===== config.mk =====
export PLATFORM = sky130hd
export DESIGN_NAME = utf8_stream_validator_unit
export DESIGN_NICKNAME = d
export VERILOG_FILES = /design/src/rtl/utf8v_pkg.sv /design/src/rtl/utf8v_step.sv /design/src/rtl/utf8_stream_validator_unit.sv
export SDC_FILE = /design/constraint.sdc
export NUM_CORES = 1
export LEC_CHECK = 0
export BUFFER_PORTS_ARGS = -buffer_cell sky130_fd_sc_hd__buf_4
export CORE_MARGIN = 10
export CORE_UTILIZATION = 61
export CTS_CLUSTER_SIZE = 30
export DETAILED_ROUTE_END_ITERATION = 12
export PLACE_DENSITY = 0.9
export SLEW_MARGIN = 20
export SYNTH_ARGS = -nofsm -noshare
export SYNTH_HDL_FRONTEND = slang
export SYNTH_SLANG_ARGS = --single-unit

===== constraint.sdc =====
create_clock -name aclk -period 5.4 [get_ports aclk]
set_input_delay 0.54 -clock aclk [delete_from_list [all_inputs] [get_ports aclk]]
set_output_delay 0.54 -clock aclk [all_outputs]
set_load 0.1 [all_outputs]

===== src/rtl/utf8v_pkg.sv =====
package utf8v_pkg;

    typedef struct packed {
        logic [7:0] data_byte;
        logic       end_mark;
    } in_item_t;

    typedef struct packed {
        logic text_invalid;
        logic final_verdict;
    } out_item_t;

    typedef struct packed {
        logic [1:0]  bytes_pending;
        logic [2:0]  sequence_length;
        logic [20:0] code_accumulator;
        logic        error_seen;
    } dec_state_t;

    localparam logic [7:0]  LEAD2_LO    = 8'hC2;
    localparam logic [7:0]  LEAD2_HI    = 8'hDF;
    localparam logic [7:0]  LEAD3_LO    = 8'hE0;
    localparam logic [7:0]  LEAD3_HI    = 8'hEF;
    localparam logic [7:0]  LEAD4_LO    = 8'hF0;
    localparam logic [7:0]  LEAD4_HI    = 8'hF4;
    localparam logic [7:0]  ASCII_LIMIT = 8'h80;
    localparam logic [7:0]  CONT_MASK   = 8'hC0;
    localparam logic [7:0]  CONT_TAG    = 8'h80;

    localparam logic [2:0]  LEN_TWO     = 3'd2;
    localparam logic [2:0]  LEN_THREE   = 3'd3;
    localparam logic [2:0]  LEN_FOUR    = 3'd4;

    localparam logic [20:0] MIN_TWO     = 21'h000080;
    localparam logic [20:0] MIN_THREE   = 21'h000800;
    localparam logic [20:0] MIN_FOUR    = 21'h010000;
    localparam logic [20:0] SURR_LO     = 21'h00D800;
    localparam logic [20:0] SURR_HI     = 21'h00DFFF;
    localparam logic [20:0] CODE_MAX    = 21'h10FFFF;

endpackage


===== src/rtl/utf8v_step.sv =====
module utf8v_step (
    input  utf8v_pkg::dec_state_t state_cur,
    input  utf8v_pkg::in_item_t   item,
    output utf8v_pkg::dec_state_t state_nxt,
    output utf8v_pkg::out_item_t  result
);

    logic [7:0]  b;
    logic [20:0] cp;
    logic        is_cont;
    logic        overlong;
    logic        out_of_range;

    assign b       = item.data_byte;
    assign cp      = {state_cur.code_accumulator[14:0], b[5:0]};
    assign is_cont = ((b & utf8v_pkg::CONT_MASK) == utf8v_pkg::CONT_TAG);

    assign overlong =
        ((state_cur.sequence_length == utf8v_pkg::LEN_TWO)   && (cp < utf8v_pkg::MIN_TWO))   ||
        ((state_cur.sequence_length == utf8v_pkg::LEN_THREE) && (cp < utf8v_pkg::MIN_THREE)) ||
        ((state_cur.sequence_length == utf8v_pkg::LEN_FOUR)  && (cp < utf8v_pkg::MIN_FOUR));

    assign out_of_range = ((cp >= utf8v_pkg::SURR_LO) && (cp <= utf8v_pkg::SURR_HI)) ||
                          (cp > utf8v_pkg::CODE_MAX);

    always_comb begin
        state_nxt = state_cur;
        priority if (item.end_mark) begin
            // end of text: cut-short sequence counts as an error, then clear
            state_nxt = '0;
        end else if (state_cur.error_seen) begin
            // hold: decode is frozen after an error
        end else if (state_cur.bytes_pending == 2'd0) begin
            priority if (b == 8'h00) begin
                state_nxt.error_seen = 1'b1;
            end else if (b < utf8v_pkg::ASCII_LIMIT) begin
                // single-byte character
            end else if ((b >= utf8v_pkg::LEAD2_LO) && (b <= utf8v_pkg::LEAD2_HI)) begin
                state_nxt.bytes_pending    = 2'd1;
                state_nxt.sequence_length  = utf8v_pkg::LEN_TWO;
                state_nxt.code_accumulator = {16'd0, b[4:0]};
            end else if ((b >= utf8v_pkg::LEAD3_LO) && (b <= utf8v_pkg::LEAD3_HI)) begin
                state_nxt.bytes_pending    = 2'd2;
                state_nxt.sequence_length  = utf8v_pkg::LEN_THREE;
                state_nxt.code_accumulator = {17'd0, b[3:0]};
            end else if ((b >= utf8v_pkg::LEAD4_LO) && (b <= utf8v_pkg::LEAD4_HI)) begin
                state_nxt.bytes_pending    = 2'd3;
                state_nxt.sequence_length  = utf8v_pkg::LEN_FOUR;
                state_nxt.code_accumulator = {18'd0, b[2:0]};
            end else begin
                state_nxt.error_seen = 1'b1;
            end
        end else if (!is_cont) begin
            state_nxt.error_seen = 1'b1;
        end else if (state_cur.bytes_pending != 2'd1) begin
            state_nxt.bytes_pending    = state_cur.bytes_pending - 2'd1;
            state_nxt.code_accumulator = cp;
        end else begin
            // last continuation: check the finished codepoint
            state_nxt.bytes_pending    = 2'd0;
            state_nxt.sequence_length  = 3'd0;
            state_nxt.code_accumulator = '0;
            state_nxt.error_seen       = overlong || out_of_range;
        end
    end

    always_comb begin
        if (item.end_mark) begin
            result.text_invalid  = state_cur.error_seen || (state_cur.bytes_pending != 2'd0);
            result.final_verdict = 1'b1;
        end else begin
            result.text_invalid  = state_nxt.error_seen;
            result.final_verdict = 1'b0;
        end
    end

endmodule


===== src/rtl/utf8_stream_validator_unit.sv =====
// Each accepted byte is captured in the input register; its verdict is registered in the
// result register, which drives m_data.
// Throughput: one item per cycle unless m_ready stalls; both registers advance together.
// Reset: aresetn low at a rising edge empties both stages and clears the decode state.
// The decode state also clears after every end-of-text item.
module utf8_stream_validator_unit (
    input  logic                 aclk,
    input  logic                 aresetn,
    input  logic                 s_valid,
    output logic                 s_ready,
    input  utf8v_pkg::in_item_t  s_data,
    output logic                 m_valid,
    input  logic                 m_ready,
    output utf8v_pkg::out_item_t m_data
);

    logic                  in_valid_reg;
    utf8v_pkg::in_item_t   in_reg;
    logic                  out_valid_reg;
    utf8v_pkg::out_item_t  out_reg;
    utf8v_pkg::dec_state_t state_reg;
    utf8v_pkg::dec_state_t state_next;
    utf8v_pkg::out_item_t  result_next;
    logic                  adv;
    logic                  step_fire;

    assign adv       = !out_valid_reg || m_ready;
    assign s_ready   = !in_valid_reg || adv;
    assign step_fire = adv && in_valid_reg;

    utf8v_step u_step (
        .state_cur (state_reg),
        .item      (in_reg),
        .state_nxt (state_next),
        .result    (result_next)
    );

    always_ff @(posedge aclk) begin
        if (!aresetn) begin
            in_valid_reg  <= 1'b0;
            out_valid_reg <= 1'b0;
            state_reg     <= '0;
        end else begin
            if (s_ready) begin
                in_valid_reg <= s_valid;
            end
            if (adv) begin
                out_valid_reg <= in_valid_reg;
            end
            // advance the decode state only when the item moves on
            if (step_fire) begin
                state_reg <= state_next;
            end
        end
    end

    always_ff @(posedge aclk) begin
        if (s_valid && s_ready) begin
            in_reg <= s_data;
        end
        if (step_fire) begin
            out_reg <= result_next;
        end
    end

    assign m_valid = out_valid_reg;
    assign m_data  = out_reg;

`ifndef ASSERT_OFF
    a_end_clears: assert property (@(posedge aclk) disable iff (!aresetn)
        step_fire && in_reg.end_mark |=> (state_reg == '0))
        else $error("decode state not cleared after end of text");

    a_len_idle: assert property (@(posedge aclk) disable iff (!aresetn)
        (state_reg.bytes_pending == 2'd0) |-> (state_reg.sequence_length == 3'd0))
        else $error("sequence length left open with nothing pending");

    a_len_cover: assert property (@(posedge aclk) disable iff (!aresetn)
        (state_reg.bytes_pending != 2'd0) |->
            (state_reg.sequence_length > {1'b0, state_reg.bytes_pending}))
        else $error("pending count exceeds sequence length");

    a_err_sticky: assert property (@(posedge aclk) disable iff (!aresetn)
        state_reg.error_seen && !(step_fire && in_reg.end_mark) |=> state_reg.error_seen)
        else $error("error flag dropped before end of text");

    a_err_reported: assert property (@(posedge aclk) disable iff (!aresetn)
        step_fire && state_reg.error_seen |=> m_data.text_invalid)
        else $error("known error not reported in verdict");
`endif

endmodule

Yosys cells after proc, flatten, opt, wreduce, memory -nomap -nowiden
Index checks and enable logic that the tools add are counted.
- add/subtract/negate cells: 1
- equal/unequal tests: 10
- muxes and demuxes: 19
- reduce and logical (&&, ||, !) cells: 24
- order comparisons: 13
- operator list (kind ; count):
    26-bit 2-to-1 mux ; 5
    27-bit 2-to-1 mux ; 4
    8-bit greater-or-equal comparator, second input constant ; 3
    8-bit <= comparator, second input constant ; 3
    21-bit by 16-bit greater-or-equal comparator with 1-bit output, second input constant ; 1
    21-bit > comparator, second input constant ; 1
    21-bit by 16-bit <= comparator with 1-bit output, second input constant ; 1
    21-bit by 12-bit < comparator with 1-bit output, second input constant ; 1
    21-bit by 17-bit < comparator with 1-bit output, second input constant ; 1
    21-bit by 8-bit < comparator with 1-bit output, second input constant ; 1
    21-bit 2-to-1 mux ; 1
    1-bit logical AND ; 9
    8-bit zero test ; 1
    8-bit < comparator, second input constant ; 1
    1-bit logical OR ; 7
    7-bit AND reduction ; 1
    3-bit by 2-bit equality test with 1-bit output, second input constant ; 2
    1-bit 2-to-1 mux ; 6
    3-bit != test, second input constant ; 2
    6-bit AND reduction ; 1
    5-bit != test, second input constant ; 1
    2-bit 2-to-1 mux ; 2
    3-bit equality test, second input constant ; 1
    3-bit 2-to-1 mux ; 1
    other kinds (9) ; 10
- output and inout port bits: 4
- word-level logic and storage cells: 77
- register bits: 34
- bits of input ports: 13

Depth between registers and ports, before layout
- word-level depth: 11
- gate-level depth with buffers: 8
- gate-level depth less buffers: 7

By module
From an unflattened synthesis, not the netlist that was laid out.
- cells, all modules: 272
- area, all modules: 2457.4 um2
- modules (own cells, without submodules) (module ; area an instance (um2) ; times used ; cells an instance ; sequential area each (um2)):
    utf8_stream_validator_unit ; 1505.2 ; 1 ; 137 ; 910.9
    utf8v_step ; 952.2 ; 1 ; 135 ; 0.0

Worst setup path before layout
Ideal clock, no wire load.
- path kind: reg2reg
- start point: reg out_valid_reg, in the netlist m_valid
- end point: reg in_reg[0] in the netlist's numbering, enable pin
- path slack: 2.769 ns
- required time: 5.115 ns
- library setup time: 0.285 ns
- cell stages (with the launch flop): 4
- clock period less this slack: 2.631 ns
- data arrival time: 2.346 ns
- path buffers: 0
- cells stage by stage: dfxtp_1 nor2b_1 nand2_1 and2_1
- word-level cells in the longest chain between the ends: 4
- RTL lines (what ; line ; text):
    start, declared ; utf8_stream_validator_unit.sv:19 ; logic out_valid_reg;
    start signal, assigned ; utf8_stream_validator_unit.sv:48 ; out_valid_reg <= in_valid_reg;
    1-bit zero test ; utf8_stream_validator_unit.sv:27 ; assign adv = !out_valid_reg || m_ready;
    1-bit logical OR ; utf8_stream_validator_unit.sv:27 ;
    1-bit logical OR ; utf8_stream_validator_unit.sv:28 ; assign s_ready = !in_valid_reg || adv;
    net s_ready ; utf8_stream_validator_unit.sv:10 ; output logic s_ready,
    1-bit logical AND ; utf8_stream_validator_unit.sv:58 ; if (s_valid && s_ready) begin
    end signal, assigned ; utf8_stream_validator_unit.sv:59 ; in_reg <= s_data;
    end, declared ; utf8_stream_validator_unit.sv:18 ; utf8v_pkg::in_item_t in_reg;
The timed path passes the listed nets, and every way through them passes these cells.
A chain may end at the register's enable or synchronous reset.

==> metrics.csv <==
stage,metric,value,unit
timing,Fmax,452,MHz
final_layout,layout cell share with drive strength beyond 1,0.158,
critical_path,"Max stage delay cell, worst path",nor4b_1,
clock_tree,CTS Hold Bufs,0,
placed_design,Post-DP Area,1750,um^2
timing,final hold vios,0,
final_layout,final core occ,0.718,
logic_synthesis,#FFs+latches synth,34,
die,Cell Rows,18,
final_layout,Synth-to-Final Area Change,11.4,%
pwr,PwrDens,262,nW/um^2
final_layout,final instance area,1810,um^2
global_route,GR Overflow Total,0,
pwr,leakage power,0.742,nW
timing,max-slew violations,0,
routing,initial detailed-routing violation count,98,
placed_design,Detailed Place HPWL,2420,um
clock_tree,Clock Sink Count,34,
timing,setup violators final,0,
critical_path,Setup CP Type,flip-flop to flip-flop,
timing,RSZ-0062 raised after global routing,no,
final_layout,max reg flops,21,
logic_synthesis,Mapped Cells,165,
logic_synthesis,Mapped Nets,180,
worst_hold_path,Worst Hold Class,input pin to flip-flop,
critical_path,kind of end point of the critical path,flip-flop,
die,Die X,71.6,um
global_route,M2 GR Usage,0.209,
critical_path,crit path max fanout,8,
global_route,most used routing layer,met2,
routing,Via Count,1251,
die,Core Area,2520,um^2
global_route,global-route wire length before repair,5460,um
timing,Sum Neg Setup Slack,0,ns
critical_path,RR Endpoint,m_data[1],
clock_tree,total CTS buffers,5,
logic_synthesis,most common cell in the netlist,nand2_1,
routing,ANT nets after route,0,
job,max-cap check violation count,0,
critical_path,Critical Path Max Stage Delay,0.48,ns
routing,Total Wirelength,3190,um
pwr,Max VDD drop,230,uV
logic_synthesis,"Top FF cell, synth",dfxtp_1,
logic_synthesis,Area contributors post-synth,"dfxtp_1 (28%), edfxtp_1 (20%), mux2i_1 (12%)",
critical_path,Reg2Reg Setup Slack,3.19,ns
routing,Avg Vias per Cell,5.87,
logic_synthesis,area of the mapped netlist,1630,um^2
critical_path,CP Cell Sequence,inv_1 > ha_1 > nor4b_1 > o41ai_1 > nor4bb_1 > a211o_1 > nand2_1,
final_layout,filler cell count in the final layout,185,
clock_tree,post-CTS sizing,0,
routing,Avg WL per Cell,15.0,um
worst_hold_path,hold endpoint,in_reg[2],
logic_synthesis,synth unique cells,38,
global_route,M3 GR Usage,0.0496,
logic_synthesis,part of the Yosys area used for sequential elements,0.486,
critical_path,CP Buf/Inv Count,1,
global_route,largest net degree at the start of global routing,37,
logic_synthesis,Synth top area share,0.283,
routing,DR pass1 iterations,4,
worst_hold_path,hold path depth,1,
global_route,vias in the first global route,1261,
placed_design,placed insts,205,
critical_path,CP startpoint kind,flip-flop,
timing,Slew Limit Headroom,0.585,
routing,DRC,0,
worst_hold_path,min-delay src,s_data[2],
outcome,status,completed,
critical_path,reg2reg start,state_reg[25],
global_route,antenna violations before repair,0,
timing,clk_skew,0.00474,ns
final_layout,Finished Layout Cells,213,
critical_path,r2r worst-path depth,7,
placed_design,port bufs,16,
logic_synthesis,Synth top cells by count,"nand2_1 (34), dfxtp_1 (23), mux2i_1 (20)",
die,Die Ht,71.6,um
global_route,M1 GR Usage,0.141,
clock_tree,H-tree levels,2,
clock_tree,CTS tree,built,
clock_tree,post-CTS setup buffer count,0,
critical_path,CP top delay family,simple AND/OR/NAND/NOR gates,
critical_path,Critical Path RT,5.49,ns
clock_tree,clk root buf,clkbuf_4,
die,initial core utilization,0.645,
logic_synthesis,Post-Syn Area per Cell,9.86,um^2
clock_tree,Clock Pin Slew Worst Setup and Hold Paths,0.09,ns
pwr,Power Total,0.475,mW
placed_design,GPL Wtd Cong,0.887,
global_route,GRT Total Usage,0.130,
logic_synthesis,Ys Warns,0,
clock_tree,Worst-Skew Late Latency,0.33,ns
timing,Slew @ Worst Pin,0.620,ns
die,Die Footprint,5130,um^2
critical_path,Worst Path Arrival,2.31,ns
clock_tree,maximum clock path buffer count,2,
timing,Period minus WS final,2.21,ns
die,# IOs,17,
logic_synthesis,Post-synth ARST share,0,
final_layout,Final nets,197,
critical_path,Setup crit start,state_reg[25],
logic_synthesis,number of flops mapped to enable cells by yosys,11,
logic_synthesis,largest area contributor in the synthesized netlist,dfxtp_1,
final_layout,diodes inserted,0,
timing,Final Cycle Share,0.410,
worst register-to-register path, cell delays in order, from the launching register on:
cell and delay (ns):
dfxtp_1 0.39, inv_1 0.08, ha_1 0.29, nor4b_1 0.48
o41ai_1 0.17, nor4bb_1 0.36, a211o_1 0.16, nand2_1 0.05
where the power goes:
group | switching, mW | internal [mW] | total [mW] | leakage [nW]
clock network | 0.0775 | 0.0642 | 0.142 | 0.0326
registers | 0.00703 | 0.272 | 0.279 | 0.293
logic | 0.0340 | 0.0206 | 0.0547 | 0.416
per-layer routing:
| metal | vias up | wire, um |
|---|---|---|
| li1 | 632 | - |
| met1 | 557 | 1420 |
| met2 | 48 | 1470 |
| met3 | 14 | 187 |
| met4 | 0 | 108 |
| met5 | - | 0 |
cells by family after synthesis:
logic type               after synthesis  synth area share
buffers and inverters                 10            0.0285
AO/OA/AOI/OAI                         19            0.0962
flip-flops                            34             0.486
multiplexers                          20             0.123
AND/OR/NAND/NOR                       80             0.251
adder cells (fa/ha/maj)                2            0.0154
layout make-up:
class | count | area [um^2] | area share
Clock buffer | 8 | 58.8 | 0.0325
Inverter | 4 | 15.0 | 0.00829
Multi-Input combinational cell | 121 | 790 | 0.436
Sequential cell | 34 | 791 | 0.436
Tap cell | 30 | 37.5 | 0.0207
Timing Repair Buffer | 16 | 120 | 0.0663
layout by cell type, fill, tap and decap left out, types with 2 or more instances in the layout:
master and instances:
mux2i_1 20, buf_4 16, ha_1 2, o21ai_0 2
and2_1 2, clkbuf_1 2, o41ai_1 2, nand2_1 34
o211ai_1 4, nor3_1 5, nor4b_1 2, nor2b_1 4
clkbuf_4 5, nor2_1 6, dfxtp_1 23, nand3_1 12
a21oi_1 2, nand2b_1 3, nand4_1 2, nor4_1 2
inv_1 4, edfxtp_1 11, o22ai_1 2
how the worst max path moves through the flow:
stage	endpoint	slack [ns]	depth (start not counted)
5_1_grt	m_data[1]	3.02	7
3_5_place_dp	m_data[1]	3.25	7
6_report	m_data[1]	3.19	7
4_1_cts	m_data[1]	3.19	7
3_3_place_gp	m_data[1]	3.40	7
2_1_floorplan	in_reg[0]	2.77	3
per-stage QoR:
step                hold WS [ns]  setup WS [ns]
finish                     0.377           3.19
global route               0.353           3.02
CTS                        0.366           3.19
detailed placement         0.472           3.25
global placement           0.450           3.40
floorplan                  0.438           2.77
Power figures use the tool's default switching activity.
